===== config.mk =====
export PLATFORM = sky130hd
export DESIGN_NAME = aff2d_ctrl
export DESIGN_NICKNAME = d
export VERILOG_FILES = /design/src/rtl/aff2d_pkg.sv /design/src/rtl/aff2d_ctrl.sv
export VERILOG_INCLUDE_DIRS = /design/src /design/src/rtl
export SDC_FILE = /design/constraint.sdc
export NUM_CORES = 1
export LEC_CHECK = 0
export ABC_CLOCK_PERIOD_IN_PS = 4200
export BUFFER_PORTS_ARGS = -buffer_cell sky130_fd_sc_hd__buf_2
export CORE_MARGIN = 8
export CORE_UTILIZATION = 30
export CTS_CLUSTER_DIAMETER = 100
export DETAILED_ROUTE_END_ITERATION = 16
export SLEW_MARGIN = 0
export SYNTH_ARGS = -nofsm -noshare
export SYNTH_HDL_FRONTEND = slang
export SYNTH_SLANG_ARGS = --single-unit

===== constraint.sdc =====
create_clock -name clk -period 4.2 [get_ports clk]
set_input_delay 0.21 -clock clk [delete_from_list [all_inputs] [get_ports clk]]
set_output_delay 0.21 -clock clk [all_outputs]
set_load 0.1 [all_outputs]

===== src/rtl/assert_macros.svh =====
// Assertion macros shared by the affine transform RTL.
// No dependencies; the checks compile away when SYNTHESIS is defined.
`ifndef ASSERT_MACROS_SVH
`define ASSERT_MACROS_SVH
`ifndef SYNTHESIS
`define ASSERT_IMPLIES(label, clk, rst_n, pre, post) \
	label: assert property (@(posedge clk) disable iff (!rst_n) (pre) |-> (post)) \
		else $error("assertion failed");
`define ASSERT_NEXT(label, clk, rst_n, pre, post) \
	label: assert property (@(posedge clk) disable iff (!rst_n) (pre) |=> (post)) \
		else $error("assertion failed");
`else
`define ASSERT_IMPLIES(label, clk, rst_n, pre, post)
`define ASSERT_NEXT(label, clk, rst_n, pre, post)
`endif
`endif


===== src/rtl/aff2d_pkg.sv =====
// Package for the affine transform unit: payload structs, opcodes, FSM states,
// datapath command and status structs. No dependencies.
`default_nettype none
package aff2d_pkg;
	localparam int FracBitsDefault = 16;
	localparam int QW = 32;

	typedef enum logic [1:0] {
		OP_LOAD    = 2'd0,
		OP_COMPOSE = 2'd1,
		OP_INVERT  = 2'd2,
		OP_POINT   = 2'd3
	} op_t;

	typedef struct packed {
		op_t              op;
		logic signed [31:0] in_a;
		logic signed [31:0] in_b;
		logic signed [31:0] in_c;
		logic signed [31:0] in_d;
		logic signed [31:0] in_e;
		logic signed [31:0] in_f;
		logic signed [31:0] in_x;
		logic signed [31:0] in_y;
	} in_item_t;

	typedef struct packed {
		logic signed [31:0] out_x;
		logic signed [31:0] out_y;
		logic               singular;
		logic               saturated;
	} out_item_t;

	// Datapath micro-operations
	typedef enum logic [3:0] {
		UOP_NONE,
		UOP_LOAD,     // capture item, load matrix if op is load
		UOP_MUL,      // acc (+)= floor(mul_a*mul_b / 2^FRAC_BITS), term selected by step
		UOP_ADDC,     // acc += translation: operand c/f, or matrix m02/m12 when step[1]
		UOP_SAT,      // saturate acc into temp slot
		UOP_DET,      // det step
		UOP_DIVINIT,  // start division of numerator selected by step
		UOP_DIVSTEP,  // one restoring division step
		UOP_DIVFIN,   // finish quotient into temp slot
		UOP_COMMIT,   // temp -> matrix
		UOP_POINT,    // temp slots -> out point (not decoded; result reads t0/t1 directly)
		UOP_FLAGS     // recompute singular flag
	} uop_t;

	typedef enum logic [2:0] {
		ST_IDLE,
		ST_LOAD,
		ST_RUN,
		ST_FLAG,
		ST_OUT
	} state_t;

	typedef struct packed {
		uop_t       uop;
		logic [4:0] step;
		logic       clr;
	} dp_cmd_t;

	typedef struct packed {
		op_t  op;
		logic det_zero;
		logic div_done;
	} dp_sts_t;
endpackage
`default_nettype wire


===== src/rtl/aff2d_ctrl.sv =====
// Controller: sequences datapath micro-operations for each opcode.
// Depends on aff2d_pkg.
`default_nettype none
module aff2d_ctrl (
	input  wire                clk,
	input  wire                arst_n,
	input  wire                in_fire,
	input  wire                out_fire,
	input  aff2d_pkg::dp_sts_t sts,
	output aff2d_pkg::dp_cmd_t cmd,
	output logic               busy,
	output logic               out_valid
);
	import aff2d_pkg::*;

	state_t     state_q, state_d;
	logic [5:0] pc_q, pc_d;   // micro-program counter

	always_ff @(posedge clk or negedge arst_n) begin
		if (!arst_n) begin
			state_q <= ST_IDLE;
			pc_q    <= '0;
		end else begin
			state_q <= state_d;
			pc_q    <= pc_d;
		end
	end

	// Micro-programs, indexed by pc.
	// compose: per entry k (0..5): MUL clr, MUL, [ADDC], SAT
	// invert : DET x2, check, then per quotient: DIVINIT, DIVSTEPs, DIVFIN;
	//          then translations, COMMIT.
	// point  : per row: MUL clr, MUL, ADDC of the matrix translation, SAT.
	always_comb begin
		state_d   = state_q;
		pc_d      = pc_q;
		cmd.uop   = UOP_NONE;
		cmd.step  = '0;
		cmd.clr   = 1'b0;
		busy      = 1'b1;
		out_valid = 1'b0;
		case (state_q)
			ST_IDLE: begin
				busy = 1'b0;
				if (in_fire) begin
					cmd.uop = UOP_LOAD;
					pc_d    = '0;
					state_d = ST_RUN;
				end
			end
			ST_RUN: begin
				case (sts.op)
					OP_LOAD: state_d = ST_FLAG;
					OP_COMPOSE: begin
						// pc: entry = pc[4:2], phase = pc[1:0]
						case (pc_q[1:0])
							2'd0: begin
								cmd.uop = UOP_MUL; cmd.clr = 1'b1;
								cmd.step = 5'(pc_q[4:2] * 2);
							end
							2'd1: begin
								cmd.uop = UOP_MUL;
								cmd.step = 5'(pc_q[4:2] * 2 + 1);
							end
							2'd2: begin
								if (pc_q[4:2] == 3'd2 || pc_q[4:2] == 3'd5) begin
									cmd.uop = UOP_ADDC;
									cmd.step = {4'd0, pc_q[4:2] == 3'd5};
								end
							end
							default: begin
								cmd.uop = UOP_SAT;
								cmd.step = {2'd0, pc_q[4:2]};
							end
						endcase
						pc_d = pc_q + 1'b1;
						if (pc_q == 6'd23) begin
							state_d = ST_FLAG;
							pc_d = '0;
						end
					end
					OP_POINT: begin
						// row r = pc[2]; phases MUL clr, MUL, ADD trans, SAT
						case (pc_q[1:0])
							2'd0: begin
								cmd.uop = UOP_MUL; cmd.clr = 1'b1;
								cmd.step = pc_q[2] ? 5'd14 : 5'd12;
							end
							2'd1: begin
								cmd.uop = UOP_MUL;
								cmd.step = pc_q[2] ? 5'd15 : 5'd13;
							end
							2'd2: begin
								cmd.uop = UOP_ADDC;
								cmd.step = {3'd0, 1'b1, pc_q[2]};
							end
							default: begin
								cmd.uop = UOP_SAT;
								cmd.step = {4'd0, pc_q[2]};
							end
						endcase
						pc_d = pc_q + 1'b1;
						if (pc_q == 6'd7) begin
							state_d = ST_FLAG;
							pc_d = '0;
						end
					end
					default: begin
						// invert
						case (pc_q)
							6'd0: begin cmd.uop = UOP_DET; cmd.clr = 1'b1; cmd.step = 5'd20; pc_d = 6'd1; end
							6'd1: begin cmd.uop = UOP_DET; cmd.step = 5'd21; pc_d = 6'd2; end
							6'd2: begin
								if (sts.det_zero) state_d = ST_FLAG;
								else pc_d = 6'd3;
							end
							6'd3, 6'd6, 6'd9, 6'd12: begin
								cmd.uop = UOP_DIVINIT;
								case (pc_q)
									6'd3: cmd.step = 5'd0;
									6'd6: cmd.step = 5'd1;
									6'd9: cmd.step = 5'd2;
									default: cmd.step = 5'd3;
								endcase
								pc_d = pc_q + 1'b1;
							end
							6'd4, 6'd7, 6'd10, 6'd13: begin
								cmd.uop = UOP_DIVSTEP;
								if (sts.div_done) begin
									cmd.uop = UOP_NONE;
									pc_d = pc_q + 1'b1;
								end
							end
							6'd5, 6'd8, 6'd11, 6'd14: begin
								// i00->t0, i01->t1, i10->t3, i11->t4
								cmd.uop = UOP_DIVFIN;
								case (pc_q)
									6'd5: cmd.step = 5'd0;
									6'd8: cmd.step = 5'd1;
									6'd11: cmd.step = 5'd3;
									default: cmd.step = 5'd4;
								endcase
								pc_d = pc_q + 1'b1;
							end
							6'd15: begin cmd.uop = UOP_MUL; cmd.clr = 1'b1; cmd.step = 5'd16; pc_d = 6'd16; end
							6'd16: begin cmd.uop = UOP_MUL; cmd.step = 5'd17; pc_d = 6'd17; end
							6'd17: begin cmd.uop = UOP_SAT; cmd.step = 5'd2; pc_d = 6'd18; end
							6'd18: begin cmd.uop = UOP_MUL; cmd.clr = 1'b1; cmd.step = 5'd18; pc_d = 6'd19; end
							6'd19: begin cmd.uop = UOP_MUL; cmd.step = 5'd19; pc_d = 6'd20; end
							6'd20: begin cmd.uop = UOP_SAT; cmd.step = 5'd5; pc_d = 6'd21; end
							default: begin cmd.uop = UOP_COMMIT; state_d = ST_FLAG; end
						endcase
					end
				endcase
			end
			ST_FLAG: begin
				// commit compose results, then determinant of the new matrix
				case (pc_q)
					6'd0: begin
						if (sts.op == OP_COMPOSE) cmd.uop = UOP_COMMIT;
						pc_d = 6'd1;
					end
					6'd1: begin cmd.uop = UOP_DET; cmd.clr = 1'b1; cmd.step = 5'd20; pc_d = 6'd2; end
					6'd2: begin cmd.uop = UOP_DET; cmd.step = 5'd21; pc_d = 6'd3; end
					default: begin cmd.uop = UOP_FLAGS; state_d = ST_OUT; pc_d = '0; end
				endcase
			end
			ST_OUT: begin
				out_valid = 1'b1;
				if (out_fire) state_d = ST_IDLE;
			end
			default: state_d = ST_IDLE;
		endcase
		if (state_q == ST_RUN && state_d == ST_FLAG) pc_d = '0;
	end

	`include "assert_macros.svh"
	`ASSERT_IMPLIES(a_in_idle, clk, arst_n, in_fire, state_q == ST_IDLE)
	`ASSERT_NEXT(a_out_done, clk, arst_n, out_fire, state_q == ST_IDLE)
	`ASSERT_IMPLIES(a_pc_range, clk, arst_n, state_q == ST_RUN, pc_q < 6'd24)
endmodule
`default_nettype wire


After elaboration in Yosys (flattened, before gate mapping)
Cells that the tools add are included.
{"block": "word_totals", "regBits": 9, "in_bits": 8, "wordCells": 100}
{"block": "classes", "addsub": 2, "eq_ne": 36, "muxes": 41, "n_reduce_logical": 19}
{"cell": "$pmux 6 s11", "count": 1}
{"cell": "$pmux 5 s10", "count": 1}
{"cell": "$eq 6x4->1 const B", "count": 8}
{"cell": "$pmux 8 s3", "count": 2}
{"cell": "$eq 6x5->1 const B", "count": 6}
{"cell": "$mux 6", "count": 6}
{"cell": "$pmux 6 s3", "count": 2}
{"cell": "$pmux 10 s3", "count": 1}
{"cell": "$pmux 4 s7", "count": 1}
{"cell": "$eq 6x3->1 const B", "count": 4}
{"cell": "$mux 3", "count": 7}
{"cell": "$reduce_or 20->1", "count": 1}
{"cell": "$pmux 3 s3", "count": 2}
{"cell": "$reduce_or 4->1", "count": 4}
{"cell": "$ne 15x3->1 const B", "count": 1}
{"cell": "$eq 3x2->1 const B", "count": 4}
{"cell": "$eq 6x2->1 const B", "count": 2}
{"cell": "$pmux 2 s3", "count": 2}
{"cell": "$pmux 3 s4", "count": 1}
{"cell": "$pmux 4 s3", "count": 1}
{"cell": "$pmux 6 s2", "count": 1}
{"cell": "$pmux 5 s2", "count": 1}
{"cell": "$pmux 4 s2", "count": 1}
{"cell": "$reduce_or 8->1", "count": 1}
{"cell": "other kinds (23)", "count": 37}

Logic depth before layout (Yosys ltp)
Gate-level depths: netlist of run 1.
{"block": "depth", "ltp_word": 9, "depth_mapped": 10, "ltp_nobuf": 8}

Worst setup path before layout of run 1
Ideal clock, no wire load.
{"block": "synth_path", "kind": "register to output", "from": "reg pc_q[0]", "to": "out cmd[1] (netlist name)", "arrival_time_ps": 4017, "setup_slack_ps": -27, "stages_incl_launch_ff": 10, "path_cell_list": "dfrtp_1 > clkbuf_1 > inv_1 > ha_1 > buf_2 > clkbuf_1 > a21oi_1 > a2111oi_0 > o221ai_1 > o21ai_0"}
{"element": "start: declaration", "line": "aff2d_ctrl.sv:17", "source": "logic [5:0] pc_q, pc_d;"}
{"element": "start signal: assignment", "line": "aff2d_ctrl.sv:25", "source": "pc_q <= pc_d;"}
{"element": "end: declaration", "line": "aff2d_ctrl.sv:10", "source": "output aff2d_pkg::dp_cmd_t cmd,"}

==> results of run 1 <==
[sequential cells by signal (all words and copies together) (netlist names)]
name     flops
pc_q         6
state_q      3
[cell families (layout without fill, tap and decap cells)]
group	Yosys count	after routing	share of synthesized area, %
simple gates	91	91	31.86
xor+xnor	2	2	1.065
mux	3	3	1.901
buf+inv	32	36	9.886
fa+ha+maj	6	6	4.563
flops	9	9	13.69
compound gates	89	89	37.04
[layout make-up]
| type | instances | share of cell area, % |
|---|---|---|
| sequential | 9 | 12.69 |
| tap | 72 | 5.074 |
| clock buffer | 4 | 2.537 |
| multi-input combinational | 191 | 70.82 |
| timing repair buffer | 22 | 6.765 |
| inverter | 10 | 2.114 |
[layer usage]
metal | wire length [um] | vias to the layer above | track usage (%)
li1 | - | 892 | -
met1 | 2424 | 878 | 19.46
met2 | 2391 | 148 | 19.14
met3 | 589 | 11 | 1.330
met4 | 85 | 0 | 3.190
met5 | 0 | - | 0
[where the power goes]
part | switching [W] | internal (W) | total (W)
clock | 0.0000283 | 0.0000656 | 0.0000939
combinational | 0.000814 | 0.000301 | 0.00111
sequential | 0.0000645 | 0.000110 | 0.000175
[metrics by stage]
step / std cells / hold slack [ns] / power [W] / setup slack, ns
finish: 308 / 0.2479 / 0.001383 / 0.6907
global route: 308 / 0.2818 / 0.001461 / 0.5307
CTS: 308 / 0.2469 / 0.001369 / 0.7258
detailed placement: 303 / 0.06968 / 0.001266 / 0.9819
global placement: 303 / 0.06390 / 0.001275 / 1.077
floorplan: 232 / -0.08559 / 0.001063 / 0.2226
[worst min path at each step]
stage | startpoint | to | slack (ns) | cells after the start
global route | out_fire | state_q[2]$_DFF_PN0_ | 0.28 | 3
floorplan | arst_n | pc_q[0]$_DFFE_PN0P_ | -0.09 | 0
detailed placement | arst_n | pc_q[5]$_DFFE_PN0P_ | 0.07 | 1
CTS | out_fire | state_q[2]$_DFF_PN0_ | 0.25 | 3
global placement | arst_n | pc_q[5]$_DFFE_PN0P_ | 0.06 | 1
finish | out_fire | state_q[2]$_DFF_PN0_ | 0.25 | 3
[worst register-to-register path, cell delays in order (launching register included)]
cell and delay, ns:
dfrtp_1 0.59, inv_1 0.15, ha_1 0.40, or3_4 0.49, o221a_4 0.24, nor4_4 0.22
nor3_1 0.13, a21boi_0 0.33, o21ai_0 0.17
[synth_stat cells (all sizes together) (2+ instances only)]
master / n / share of area, %
nand2: 24 / 5.5
a21oi: 19 / 5.8
o21ai: 18 / 5.5
nor2: 15 / 3.6
buf: 12 / 5.3
clkbuf: 10 / 2.3
inv: 10 / 2.3
dfrtp: 9 / 14
a31oi: 7 / 3.0
nor3b: 7 / 3.2
or3: 7 / 3.0
ha: 6 / 4.6
nor3: 6 / 2.5
o22ai: 6 / 2.3
a21o: 5 / 2.3
and3: 5 / 1.9
nand3: 5 / 1.5
a22o: 4 / 2.1
nand3b: 4 / 2.1
nor4: 4 / 2.4
a211oi: 3 / 1.4
and2: 3 / 1.1
nor2b: 3 / 1.1
a21boi: 2 / 0.91
a22oi: 2 / 0.91
a311oi: 2 / 1.1
a32o: 2 / 1.2
mux2i: 2 / 1.2
nand4bb: 2 / 1.4
o211ai: 2 / 0.91
o221ai: 2 / 1.1
o31ai: 2 / 0.91
or2: 2 / 0.76
[what timing repair did]
action | CTS | global route
hold buffers | 1 | 0
setup endpoints to repair | 0 | 0
endpoints found under the hold margin | 9 | 0
==> impl_metrics.env, run 1 <==
export IMPL_layout_commonest_cell="nand2_1"
export IMPL_avgSynthCellArea_sq_um=7.092
export IMPL_crit_path_start_kind="flip-flop"
export IMPL_cts_root_buf="clkbuf_8"
export IMPL_diodes=0
export IMPL_path_buf_inv=2
export IMPL_die_area_sq_um=8110
export IMPL_drive_gt1_share_pct=13.98
export IMPL_maxCapViolations=0
export IMPL_cts_buffers=3
export IMPL_syn_area_sq_um=1645
export IMPL_clkSlewWorstSetupHoldPaths_ns=0.04
export IMPL_cts_sinks=9
export IMPL_antenna_found_initial=0
export IMPL_io_buffers=19
export IMPL_cp_depth=9
export IMPL_r2r_cells=8
export IMPL_rsz0062_at_grt="false"
export IMPL_cp_max_fo=15
export IMPL_initial_utilization_pct=30.44
export IMPL_hold_violations=0
export IMPL_gp_congestion=0.9718
export IMPL_multi_input_area_sq_um=1257
export IMPL_ys_ff_latch=9
export IMPL_cp_slowest_cell="dfrtp_1"
export IMPL_cts_max_path_buffers=2
export IMPL_crit_required_ns=3.99
export IMPL_die_height_um=90.06
export IMPL_grtUsageTotal_pct=13.03
export IMPL_dp_hpwl_mm=4.064
export IMPL_core_sq_um=5405
export IMPL_slowest_delay_ns=0.59
export IMPL_routed_wl_mm=5.491
export IMPL_syn_nets=246
export IMPL_ant_nets=0
export IMPL_detail_route_wl_per_cell_um=17.83
export IMPL_syn_inst=232
export IMPL_viasPerCell=6.263
export IMPL_crit_type="flip-flop to output port"
export IMPL_setup_viol=0
export IMPL_slew_headroom_pct=32.02
export IMPL_dr_pass1_iters=5
export IMPL_endpoint="cmd[6]"
export IMPL_powerDensity_nw_per_um2=779.2
export IMPL_cts_max_level=1
export IMPL_std_cell_rows=27
export IMPL_hold_path_class="input pin to flip-flop"
export IMPL_fp_dieW_um=90.06
export IMPL_startpoint="pc_q[1]$_DFFE_PN0P_"
export IMPL_skew_ns=0.0006956
export IMPL_grt_pass1_vias=1705
export IMPL_layout_nets=251
export IMPL_grt_pass1_wl_mm=9.142
export IMPL_nFillCells=607
export IMPL_async_reset_ff_share_pct=100.0
export IMPL_final_setup_tns_ns=0
export IMPL_drc=0
export IMPL_ios=20
export IMPL_postCtsSetupBuffers=0
export IMPL_crit_chain="inv_1, ha_1, or3_4, o221a_4, nor4_4, nor3_1, a221oi_1, or3_1, buf_2"
export IMPL_drv_slew=0
export IMPL_ir_worst_vdd_mv=0.4027
export IMPL_arrival_ns=3.30
export IMPL_fin_crit_sh_pct=83.56
export IMPL_r2r_end="pc_q[0]$_DFFE_PN0P_"
export IMPL_tightest_slew_ns=1.018
export IMPL_status="complete, no violations"
export IMPL_syn_to_final_growth_pct=7.909
export IMPL_clock_latency_ns=0.22
export IMPL_rr_startpoint="pc_q[1]$_DFFE_PN0P_"
export IMPL_period_minus_slack_ns=3.509
export IMPL_fin_area_sq_um=1775
export IMPL_final_cell_mix="nand2_1 (24), a21oi_1 (19), buf_2 (19), o21ai_0 (17), nor2_1 (14)"
export IMPL_fmax_mhz=285.0
export IMPL_p_leak_nw=0.7295
export IMPL_rrSetupSlack_ns=1.32
export IMPL_synth_edf_count=0
export IMPL_cp_end_kind="output port"
export IMPL_synth_yosys_seq_area_share_pct=13.69
export IMPL_cp_top_family="simple AND/OR/NAND/NOR gates"
export IMPL_overflow=0
export IMPL_synth_distinct_cells=62
export IMPL_final_core_util_pct=32.85
export IMPL_synthFlopType="dfrtp_1"
export IMPL_drt_iter0_drc=252
export IMPL_cts_resized=0
export IMPL_seq_area_sq_um=225.2
export IMPL_yosys_warnings=0
export IMPL_placed_area_sq_um=1720
export IMPL_cts_tree="yes"
export IMPL_num_vias=1929
export IMPL_grt_max_degree=27
Note: power is estimated with default switching activity, not from simulation.
==> inputs of run 2 (changes only) <==
--- a/config.mk
+++ b/config.mk
@@ -6,7 +6,7 @@
 export SDC_FILE = /design/constraint.sdc
 export NUM_CORES = 1
 export LEC_CHECK = 0
-export ABC_CLOCK_PERIOD_IN_PS = 4200
+export ABC_CLOCK_PERIOD_IN_PS = 3200
 export BUFFER_PORTS_ARGS = -buffer_cell sky130_fd_sc_hd__buf_2
 export CORE_MARGIN = 8
 export CORE_UTILIZATION = 30
==> constraint.sdc (replaced) <==
create_clock -name clk -period 3.2 [get_ports clk]
set_input_delay 0.16 -clock clk [delete_from_list [all_inputs] [get_ports clk]]
set_output_delay 0.16 -clock clk [all_outputs]
set_load 0.1 [all_outputs]
==> impl_metrics.env, run 2 (synthesized netlist as in run 1, its figures left out) <==
export IMPL_overflow=0
export IMPL_arrival_ns=2.88
export IMPL_cts_buffers=3
export IMPL_cts_max_path_buffers=2
export IMPL_cp_slowest_cell="dfrtp_1"
export IMPL_setup_viol=0
export IMPL_die_height_um=90.06
export IMPL_final_cell_mix="nand2_1 (24), a21oi_1 (19), buf_2 (17), o21ai_0 (16), nor2_1 (14)"
export IMPL_grt_max_degree=22
export IMPL_initial_utilization_pct=30.44
export IMPL_cts_tree="yes"
export IMPL_crit_path_start_kind="flip-flop"
export IMPL_grt_pass1_wl_mm=9.556
export IMPL_std_cell_rows=27
export IMPL_num_vias=1998
export IMPL_cp_max_fo=8
export IMPL_dp_hpwl_mm=4.333
export IMPL_cp_end_kind="output port"
export IMPL_slowest_delay_ns=0.45
export IMPL_fmax_mhz=329.2
export IMPL_layout_nets=261
export IMPL_core_sq_um=5405
export IMPL_ir_worst_vdd_mv=0.7563
export IMPL_tightest_slew_ns=0.6454
export IMPL_die_area_sq_um=8110
export IMPL_grt_pass1_vias=1928
export IMPL_rsz0062_at_grt="false"
export IMPL_routed_wl_mm=5.779
export IMPL_drt_iter0_drc=310
export IMPL_skew_ns=0.001110
export IMPL_antenna_found_initial=0
export IMPL_drive_gt1_share_pct=20.33
export IMPL_hold_path_class="input pin to flip-flop"
export IMPL_syn_to_final_growth_pct=16.05
export IMPL_stdcell_count=318
export IMPL_clock_latency_ns=0.23
export IMPL_layout_commonest_cell="nand2_1"
export IMPL_status="complete, no violations"
export IMPL_crit_type="flip-flop to output port"
export IMPL_crit_chain="inv_1, ha_2, nor3b_1, a22o_1, nor4_4, nor3_1, a221oi_1, or3_1, buf_12"
export IMPL_detail_route_wl_per_cell_um=18.17
export IMPL_final_core_util_pct=35.32
export IMPL_top_regs="pc_q (6), state_q (3)"
export IMPL_nFillCells=596
export IMPL_dp_cells=313
export IMPL_cts_root_buf="clkbuf_8"
export IMPL_cts_max_level=1
export IMPL_fp_dieW_um=90.06
export IMPL_gp_congestion=0.9851
export IMPL_largest_reg_flops=6
export IMPL_multi_input_area_sq_um=1285
export IMPL_p_leak_nw=0.7882
export IMPL_regMostFlops="pc_q"
export IMPL_placed_area_sq_um=1848
export IMPL_grtUsageTotal_pct=13.78
export IMPL_period_minus_slack_ns=3.038
export IMPL_ant_nets=0
export IMPL_maxCapViolations=0
export IMPL_clkSlewWorstSetupHoldPaths_ns=0.04
export IMPL_hold_violations=0
export IMPL_slew_headroom_pct=56.98
export IMPL_viasPerCell=6.283
export IMPL_seq_area_sq_um=226.5
export IMPL_fin_crit_sh_pct=94.92
export IMPL_power_w=0.001963
export IMPL_io_buffers=19
export IMPL_ios=20
export IMPL_dr_pass1_iters=5
export IMPL_cts_sinks=9
export IMPL_crit_required_ns=3.04
export IMPL_powerDensity_nw_per_um2=1028
export IMPL_drc=0
export IMPL_drv_slew=0
export IMPL_fin_area_sq_um=1909
export IMPL_diodes=0
==> run 2: cell count changes in the layout (fill, tap and decap cells not counted), moves of 2 or more <==
cell	before	now
buf_4	2	12
buf_12	0	2
buf_2	19	17
ha_1	6	4
ha_2	0	2
o22ai_1	6	4
o22ai_2	0	2
==> run 2: area by class of cell <==
| class | count | share of cell area, % |
|---|---|---|
| inverter | 10 | 1.966 |
| multi-input combinational | 191 | 67.30 |
| sequential | 9 | 11.86 |
| timing repair buffer | 32 | 11.80 |
| clock buffer | 4 | 2.359 |
| tap | 72 | 4.718 |
==> run 2: report_power, final <==
part           switching (W)  total [W]  internal, W
Clock              0.0000421   0.000129    0.0000865
Combinational        0.00113    0.00162     0.000491
Sequential         0.0000658   0.000212     0.000147
==> run 2: critical path, delay by kind of cell (launching register included) <==
kind,cells,cell delay (ns)
AOI/OAI and AO/OA,2,0.45
adders and majority gates,1,0.30
buffers and inverters,2,0.37
DFF,1,0.45
and+or+nand+nor,4,1.06
==> run 2: layer usage <==
layer | part of all wire [%] | vias up | wire, um | global-route usage [%]
li1 | - | 906 | - | -
met1 | 43 | 906 | 2459 | 18.32
met2 | 43 | 158 | 2503 | 21.66
met3 | 10 | 28 | 585 | 1.496
met4 | 4.0 | 0 | 231 | 6.519
met5 | 0 | - | 0 | 0
==> run 2: final timing paths <==
kind                                           from  cells past startpoint  slack, ns                   end
worst max-delay path            pc_q[1]$_DFFE_PN0P_                      9       0.16                cmd[6]
worst min-delay path                       out_fire                      3       0.19  state_q[2]$_DFF_PN0_
worst max register to register  pc_q[1]$_DFFE_PN0P_                      8       0.63   pc_q[1]$_DFFE_PN0P_
worst min register to register  pc_q[0]$_DFFE_PN0P_                      2       0.64   pc_q[0]$_DFFE_PN0P_
max in group asynchronous                    arst_n                      2       2.69   pc_q[0]$_DFFE_PN0P_
min in group asynchronous                    arst_n                      2       0.31   pc_q[3]$_DFFE_PN0P_
==> run 2: through the flow <==
step           setup TNS [ns]  hold WS, ns  setup slack, ns
6_report                    0       0.1895           0.1625
5_1_grt                     0       0.2062         0.006276
4_1_cts                     0       0.1921           0.1007
3_5_place_dp                0      0.02202           0.3611
3_3_place_gp                0      0.01784           0.3751
2_1_floorplan         -0.2229      -0.1356          -0.2229
==> run 2: repair_timing <==
action,CTS,global route
resized for setup,0,3
setup endpoints to repair,0,2
hold endpoints to repair,9,0
hold buffers,1,0
buffers inserted,0,0
